===== src/sv/olc_pkg.sv =====
// shared constants, types and codes of the ordered list unit
`default_nettype none

package olc_pkg;

  localparam int unsigned CAPACITY   = 16;
  localparam int unsigned ENTRY_BITS = 32;
  localparam int unsigned IDX_W      = (CAPACITY > 1) ? $clog2(CAPACITY) : 1;
  localparam int unsigned CNT_W      = $clog2(CAPACITY + 1);

  localparam int unsigned VALUE_W    = 32;
  localparam int unsigned POS_W      = 4;
  localparam int unsigned ACTION_W   = 2;
  localparam int unsigned OUT_CNT_W  = 5;

  localparam int unsigned IN_DATA_W  = 40;
  localparam int unsigned OUT_DATA_W = 72;

  typedef enum logic [ACTION_W-1:0] {
    ACT_PUSH   = 2'd0,
    ACT_REMOVE = 2'd1,
    ACT_CLEAR  = 2'd2,
    ACT_PEEK   = 2'd3
  } olc_action_e;

  typedef struct packed {
    logic                 accepted;
    logic [VALUE_W-1:0]   front_value;
    logic [VALUE_W-1:0]   back_value;
    logic                 list_empty;
    logic [OUT_CNT_W-1:0] entry_count;
  } olc_result_t;

endpackage

`default_nettype wire


===== src/sv/olc_ram.sv =====
// generic simple dual-port ram with registered read
`default_nettype none

module olc_ram #(
  parameter int unsigned WIDTH = 32,
  parameter int unsigned DEPTH = 16,
  parameter int unsigned AW    = (DEPTH > 1) ? $clog2(DEPTH) : 1
) (
  input  wire logic                 clk_i,
  input  wire logic                 we_i,
  input  wire logic [AW-1:0]        waddr_i,
  input  wire logic [WIDTH-1:0]     wdata_i,
  input  wire logic [AW-1:0]        raddr_i,
  output logic      [WIDTH-1:0]     rdata_o
);

  logic [WIDTH-1:0] mem_q [DEPTH];

  always_ff @(posedge clk_i) begin
    if (we_i) begin
      mem_q[waddr_i] <= wdata_i;
    end
    rdata_o <= mem_q[raddr_i];
  end

endmodule

`default_nettype wire


===== src/sv/olc_ctrl.sv =====
// sequencer: push, remove with shift-down through ram, clear, peek, front/back readout
`default_nettype none

module olc_ctrl (
  input  wire logic                             clk_i,
  input  wire logic                             rst_ni,
  input  wire logic                             in_valid_i,
  output logic                                  in_ready_o,
  input  wire olc_pkg::olc_action_e             action_i,
  input  wire logic [olc_pkg::VALUE_W-1:0]      entry_value_i,
  input  wire logic [olc_pkg::POS_W-1:0]        entry_position_i,
  output logic                                  res_valid_o,
  input  wire logic                             res_ready_i,
  output olc_pkg::olc_result_t                  res_o,
  output logic                                  mem_we_o,
  output logic [olc_pkg::IDX_W-1:0]             mem_waddr_o,
  output logic [olc_pkg::ENTRY_BITS-1:0]        mem_wdata_o,
  output logic [olc_pkg::IDX_W-1:0]             mem_raddr_o,
  input  wire logic [olc_pkg::ENTRY_BITS-1:0]   mem_rdata_i
);

  import olc_pkg::*;

  typedef enum logic [5:0] {
    ST_IDLE     = 6'b000001,
    ST_SHIFT    = 6'b000010,
    ST_RD_FRONT = 6'b000100,
    ST_RD_BACK  = 6'b001000,
    ST_RD_DONE  = 6'b010000,
    ST_RESULT   = 6'b100000
  } olc_state_e;

  olc_state_e            state_q, state_d;
  logic [CNT_W-1:0]      cnt_q, cnt_d;
  logic [IDX_W-1:0]      idx_q, idx_d;
  logic                  ok_q, ok_d;
  logic [ENTRY_BITS-1:0] front_q, front_d;
  logic [ENTRY_BITS-1:0] back_q, back_d;

  logic [31:0]           pos_ext;
  logic [31:0]           cnt_ext;
  logic [IDX_W-1:0]      pos_idx;
  logic                  list_empty;

  assign pos_ext    = 32'(entry_position_i);
  assign cnt_ext    = 32'(cnt_q);
  assign pos_idx    = IDX_W'(pos_ext);
  assign list_empty = (cnt_q == '0);

  always_comb begin
    state_d     = state_q;
    cnt_d       = cnt_q;
    idx_d       = idx_q;
    ok_d        = ok_q;
    front_d     = front_q;
    back_d      = back_q;
    mem_we_o    = 1'b0;
    mem_waddr_o = idx_q;
    mem_wdata_o = mem_rdata_i;
    mem_raddr_o = '0;
    in_ready_o  = 1'b0;
    res_valid_o = 1'b0;
    unique case (state_q)
      ST_IDLE: begin
        in_ready_o  = 1'b1;
        mem_raddr_o = pos_idx + IDX_W'(1);
        if (in_valid_i) begin
          ok_d    = 1'b1;
          state_d = ST_RD_FRONT;
          case (action_i)
            ACT_PUSH: begin
              if (cnt_q < CNT_W'(CAPACITY)) begin
                mem_we_o    = 1'b1;
                mem_waddr_o = IDX_W'(cnt_q);
                mem_wdata_o = ENTRY_BITS'(64'(entry_value_i));
                cnt_d       = cnt_q + CNT_W'(1);
              end else begin
                ok_d = 1'b0;
              end
            end
            ACT_REMOVE: begin
              if (pos_ext < cnt_ext) begin
                cnt_d = cnt_q - CNT_W'(1);
                idx_d = pos_idx;
                if (pos_ext + 32'd1 < cnt_ext) begin
                  state_d = ST_SHIFT;
                end
              end else begin
                ok_d = 1'b0;
              end
            end
            ACT_CLEAR: cnt_d = '0;
            default: ;
          endcase
        end
      end
      ST_SHIFT: begin
        // entry idx+1 arrives from ram, lands at idx; next read runs one ahead
        mem_we_o    = 1'b1;
        mem_waddr_o = idx_q;
        mem_wdata_o = mem_rdata_i;
        mem_raddr_o = idx_q + IDX_W'(2);
        idx_d       = idx_q + IDX_W'(1);
        if ((CNT_W'(idx_q) + CNT_W'(1)) >= cnt_q) begin
          state_d = ST_RD_FRONT;
        end
      end
      ST_RD_FRONT: begin
        mem_raddr_o = '0;
        state_d     = ST_RD_BACK;
      end
      ST_RD_BACK: begin
        front_d     = mem_rdata_i;
        mem_raddr_o = IDX_W'(cnt_q - CNT_W'(1));
        state_d     = ST_RD_DONE;
      end
      ST_RD_DONE: begin
        back_d  = mem_rdata_i;
        state_d = ST_RESULT;
      end
      ST_RESULT: begin
        res_valid_o = 1'b1;
        if (res_ready_i) begin
          state_d = ST_IDLE;
        end
      end
      default: state_d = ST_IDLE;
    endcase
  end

  always_comb begin
    res_o.accepted    = ok_q;
    res_o.list_empty  = list_empty;
    res_o.entry_count = OUT_CNT_W'(cnt_q);
    res_o.front_value = list_empty ? '0 : VALUE_W'(64'(front_q));
    res_o.back_value  = list_empty ? '0 : VALUE_W'(64'(back_q));
  end

  always_ff @(posedge clk_i or negedge rst_ni) begin
    if (!rst_ni) begin
      state_q <= ST_IDLE;
      cnt_q   <= '0;
    end else begin
      state_q <= state_d;
      cnt_q   <= cnt_d;
    end
  end

  always_ff @(posedge clk_i) begin
    idx_q   <= idx_d;
    ok_q    <= ok_d;
    front_q <= front_d;
    back_q  <= back_d;
  end

endmodule

`default_nettype wire


===== src/sv/ordered_list_with_compaction_unit.sv =====
// Bounded ordered list with remove-at-position compaction, top level.
//
// Input stream s_axis: one transaction carries one action (tuser) plus a value
// and a position (tdata). Push appends at the tail, remove deletes a position
// and moves later entries down by one, clear empties the list, peek reads only.
// Output stream m_axis: one transaction per input transaction with the status,
// front and back entries, empty flag and entry count after the action.
//
// One action is worked on at a time. An input transaction is taken only when
// the sequencer is idle; it then takes a shift step for every entry that a
// remove moves down (count - 1 - position, at most 15), reads the front and
// back entries and offers the result, which waits while the output register
// is full. The sequencer is idle again once it hands the result on. The shift
// moves one entry per cycle through the single-port-write entry ram, which sets the rate.
//
// Reset clears the entry count and all handshake state; the entry ram is not
// cleared. A stalled receiver holds the result in the output register; the
// next action may be taken meanwhile, and its result waits in the sequencer.
`default_nettype none

module ordered_list_with_compaction_unit (
  input  wire logic                              clk_i,
  input  wire logic                              rst_ni,
  input  wire logic                              s_axis_tvalid,
  output logic                                   s_axis_tready,
  // entry_value [31:0], entry_position [35:32], zero pad [39:36]
  input  wire logic [olc_pkg::IN_DATA_W-1:0]     s_axis_tdata,
  // action [1:0]
  input  wire logic [olc_pkg::ACTION_W-1:0]      s_axis_tuser,
  output logic                                   m_axis_tvalid,
  input  wire logic                              m_axis_tready,
  // accepted [0], front_value [32:1], back_value [64:33], list_empty [65],
  // entry_count [70:66], zero pad [71]
  output logic [olc_pkg::OUT_DATA_W-1:0]         m_axis_tdata
);

  import olc_pkg::*;

  logic                  res_valid;
  logic                  res_ready;
  olc_result_t           res;
  olc_result_t           out_q;
  logic                  out_valid_q;

  logic                  mem_we;
  logic [IDX_W-1:0]      mem_waddr;
  logic [ENTRY_BITS-1:0] mem_wdata;
  logic [IDX_W-1:0]      mem_raddr;
  logic [ENTRY_BITS-1:0] mem_rdata;

  olc_ctrl u_ctrl (
    .clk_i            (clk_i),
    .rst_ni           (rst_ni),
    .in_valid_i       (s_axis_tvalid),
    .in_ready_o       (s_axis_tready),
    .action_i         (olc_action_e'(s_axis_tuser)),
    .entry_value_i    (s_axis_tdata[VALUE_W-1:0]),
    .entry_position_i (s_axis_tdata[VALUE_W+POS_W-1:VALUE_W]),
    .res_valid_o      (res_valid),
    .res_ready_i      (res_ready),
    .res_o            (res),
    .mem_we_o         (mem_we),
    .mem_waddr_o      (mem_waddr),
    .mem_wdata_o      (mem_wdata),
    .mem_raddr_o      (mem_raddr),
    .mem_rdata_i      (mem_rdata)
  );

  olc_ram #(
    .WIDTH (ENTRY_BITS),
    .DEPTH (CAPACITY)
  ) u_entry_ram (
    .clk_i   (clk_i),
    .we_i    (mem_we),
    .waddr_i (mem_waddr),
    .wdata_i (mem_wdata),
    .raddr_i (mem_raddr),
    .rdata_o (mem_rdata)
  );

  // output register parts the sequencer from the receiver
  assign res_ready = !out_valid_q || m_axis_tready;

  always_ff @(posedge clk_i or negedge rst_ni) begin
    if (!rst_ni) begin
      out_valid_q <= 1'b0;
    end else if (res_valid && res_ready) begin
      out_valid_q <= 1'b1;
    end else if (m_axis_tready) begin
      out_valid_q <= 1'b0;
    end
  end

  always_ff @(posedge clk_i) begin
    if (res_valid && res_ready) begin
      out_q <= res;
    end
  end

  assign m_axis_tvalid = out_valid_q;
  assign m_axis_tdata  = {1'b0, out_q.entry_count, out_q.list_empty, out_q.back_value,
                          out_q.front_value, out_q.accepted};

endmodule

`default_nettype wire


===== config.mk =====
export PLATFORM = sky130hd
export DESIGN_NAME = ordered_list_with_compaction_unit
export DESIGN_NICKNAME = d
export VERILOG_FILES = /design/src/sv/olc_pkg.sv /design/src/sv/olc_ram.sv /design/src/sv/olc_ctrl.sv /design/src/sv/ordered_list_with_compaction_unit.sv
export SDC_FILE = /design/constraint.sdc
export NUM_CORES = 1
export LEC_CHECK = 0
export BUFFER_PORTS_ARGS = -buffer_cell sky130_fd_sc_hd__buf_2
export CORE_MARGIN = 5
export CORE_UTILIZATION = 54
export CTS_BUF_LIST = sky130_fd_sc_hd__clkbuf_4
export DETAILED_ROUTE_END_ITERATION = 6
export GPL_TIMING_DRIVEN = 0
export HOLD_SLACK_MARGIN = 0.05
export PLACE_DENSITY = 0.67
export REMOVE_ABC_BUFFERS = 1
export SLEW_MARGIN = 15
export SYNTH_ARGS = -nofsm -noshare
export SYNTH_HDL_FRONTEND = slang
export SYNTH_SLANG_ARGS = --single-unit

===== constraint.sdc =====
create_clock -name clk_i -period 5.2 [get_ports clk_i]
set_input_delay 1.04 -clock clk_i [delete_from_list [all_inputs] [get_ports clk_i]]
set_output_delay 1.04 -clock clk_i [all_outputs]
set_load 0.02 [all_outputs]

==> impl_metrics.ini <==
[pwr]
p_per_area_mw_per_mm2 = 554
power_uw = 17900
clkPwrFrac = 0.264
p_sw_frac = 0.341
ir_drop_v = 0.000424
pwr-share-comb = 0.319
leakage_uw = 0.0117
power_frac_seq = 0.417
switchingPower_uw = 6110
internal_power_uw = 11800

[finish]
syn2layout_area_growth_pct = 15.6
num-fill-cells = 3839
drive_gt1_frac = 0.251
fin_cells = 2848
nets = 2096

[grt]
grt.overflow.total = 0
grt_pass1_vias = 17878
grtUsageTotal = 0.231
antenna_found_initial = 1
grt_max_degree = 66
grt_pass1_wl_um = 102000

[synth]
yosys.area_share.adder = 0.00939
synth_common_cells = edfxtp_1, nand4_1, clkbuf_1
synthSimpleGateAreaFrac = 0.0715
ys_types = 63
async_flop_share = 0.0172
yosys.area.top_type = edfxtp_1
synth.area.mux_share = 0.0395
avgSynthCellArea_um2 = 15.3
seq_area_frac_synth = 0.733
yosysTopAreaCellShare = 0.699
synth_enable_flop_cells = 652
synth_warnings = 0
syn-cell-area_mm2 = 0.0280
synth-seq-cells = 696
synth_area_leaders = edfxtp_1, mux2i_1, nand4_1
synth_flop_cell = edfxtp_1
synth_most_common_cell = edfxtp_1
synth_compound_area_frac = 0.109
synth_top_family_by_area = compound AO/OA/AOI/OAI gates
syn_inst = 1832
synth_xor_area_frac = 0.00313

[detailed_routing]
routed_wl_um = 65800
via_per_inst = 6.17
wl_per_cell_um = 23.1
first_pass_iters = 5
ant_nets = 0
drt_iter0_drc = 1614
drc = 0
via_count = 17584

[outcome]
status = finished, final reports clean

[place]
dp_hpwl_um = 38700
placedCellCount = 2534
gp_congestion = 0.818
port_buffers = 114

[cts]
path_clk_slew_ns = 0.07
cts.path.max_buffers = 3
cts.sinks = 696
root_buffer = clkbuf_4
cts_tree = built
post-cts-setup-buffer-count = 0
clk_latency_ns = 0.98
tritoncts.num_buffers = 172
h-tree-depth = 4

[sta]
worst_pin_slew_ns = 1.10
relSlewSlack = 0.265
finClkSkew_ns = 0.0520
hold_violations = 0
finalSetupViolCount = 0
hold_ws_ns = 0.260
max_freq_mhz = 207
timing.final.crit_share = 0.929
slew_violations = 0
rsz0062_at_grt = false
fin_crit_ns = 4.83

[job]
max_cap_viol_count = 0

[floorplan]
start_util = 0.546
die_area_mm2 = 0.0565
die_h_um = 238
top_level_ports = 120
rows = 83
fp.coreArea_mm2 = 0.0513
die_w_um = 238

[worst_setup_path]
crit_path_end_kind = flip-flop
worstPathRequired_ns = 6.09
cp.arrival_ns = 5.72
cp_max_fo = 60
critPathKind = reg2reg
start_kind = flip-flop

[hold_path]
min_path_type = in2reg
-- metrics by stage --
step,util,instance area [um2],setup TNS (ns),worst slack [ns]
2_1_floorplan,-,27300,-384.19,-11.52
3_3_place_gp,0.560,28700,-1805.52,-19.93
3_5_place_dp,0.585,30000,0,0.171
4_1_cts,0.631,32400,0,0.169
5_1_grt,0.631,32400,0,0.165
6_report,0.631,32400,0,0.371
-- repair_timing --
item | CTS | global route
setup endpoints to repair | 0 | 1
hold endpoints to repair | 11 | 0
resized for setup | 0 | 1
hold buffers | 1 | 0
-- registers in the layout, summed over array words and instances, names as in the netlist --
signal and cells:
u_ctrl.back_q 32, u_entry_ram.rdata_o 32, u_entry_ram.mem_q 512, m_axis_tdata 71
u_ctrl.front_q 32, u_ctrl.ok_q 1, u_ctrl.idx_q 4, u_ctrl.cnt_q 5
m_axis_tvalid 1, u_ctrl.state_q 6
-- layer usage --
| metal | GRT usage | vias to the layer above | share of wire |
|---|---|---|---|
| met1 | 0.308 | 8848 | 0.41 |
| li1 | - | 7810 | - |
| met3 | 0.0577 | 145 | 0.076 |
| met4 | 0.0966 | 0 | 0.026 |
| met5 | 0 | - | 0 |
| met2 | 0.368 | 781 | 0.49 |
-- power groups by stage --
stage,Sequential (uW),Clock [uW],Combinational [uW]
2_1_floorplan,7520,0,3400
3_3_place_gp,7580,0,4790
3_5_place_dp,7590,0,5680
4_1_cts,7470,4870,5700
5_1_grt,7510,5190,6200
6_report,7480,4740,5710
-- cells by family after synthesis --
logic type,after synthesis
DFF,696
AOI/OAI and AO/OA,401
and+or+nand+nor,369
buffers and inverters,228
muxes,106
adders and majority gates,21
xor gates and xnor gates,10
other,1
-- worst max-delay path: stages (launching register included) --
cell and delay (ns):
dfrtp_1 0.48, or3_1 0.41, or4b_1 0.69, clkinv_2 0.66
a221o_4 0.88, nand2_2 0.84, a221oi_1 0.51, or4_1 0.20
-- placed cells by master, fill, tap and decap left out, types with 21 or more instances in the layout --
master | netlist | layout
nand2_1 | 90 | 88
clkbuf_4 | 0 | 270
a221o_1 | 57 | 57
buf_12 | 0 | 21
nand4_1 | 112 | 112
clkinv_1 | 1 | 24
a21oi_1 | 78 | 78
ha_1 | 21 | 21
mux2i_1 | 70 | 70
a311oi_1 | 56 | 56
edfxtp_1 | 652 | 652
mux2_2 | 36 | 36
o211ai_1 | 60 | 60
inv_1 | 72 | 72
nor2b_1 | 68 | 67
buf_2 | 42 | 114
nand3_1 | 36 | 34
a22oi_1 | 31 | 31
o31ai_1 | 57 | 57
dfxtp_1 | 32 | 32
-- final cells by class --
| class | count | area [um2] | share of cell area |
|---|---|---|---|
| antenna | 1 | 2.50 | 0.0000773 |
| clock buffer | 270 | 2030 | 0.0626 |
| clock inverter | 42 | 327 | 0.0101 |
| inverter | 74 | 279 | 0.00862 |
| multi-input combinational | 908 | 6740 | 0.208 |
| sequential | 696 | 20500 | 0.634 |
| tap | 680 | 851 | 0.0263 |
| timing repair buffer | 177 | 1620 | 0.0500 |
-- final timing paths --
check,cells after the start,slack (ns),endpoint,from
setup / recovery,7,0.37,u_entry_ram.rdata_o[23]$_DFF_P_,u_ctrl.state_q[5]$_DFFE_PN0P_
hold / removal,2,0.26,u_ctrl.state_q[0]$_DFFE_PN1P_,s_axis_tvalid
setup reg to reg,7,0.37,u_entry_ram.rdata_o[23]$_DFF_P_,u_ctrl.state_q[5]$_DFFE_PN0P_
hold reg to reg,0,0.42,m_axis_tdata[0]$_DFFE_PP_,u_ctrl.ok_q$_DFFE_PP_
max in group asynchronous,2,4.43,u_ctrl.state_q[0]$_DFFE_PN1P_,rst_ni
min in group asynchronous,2,0.48,u_ctrl.cnt_q[2]$_DFFE_PN0P_,rst_ni
Power figures use the tool's default switching activity.
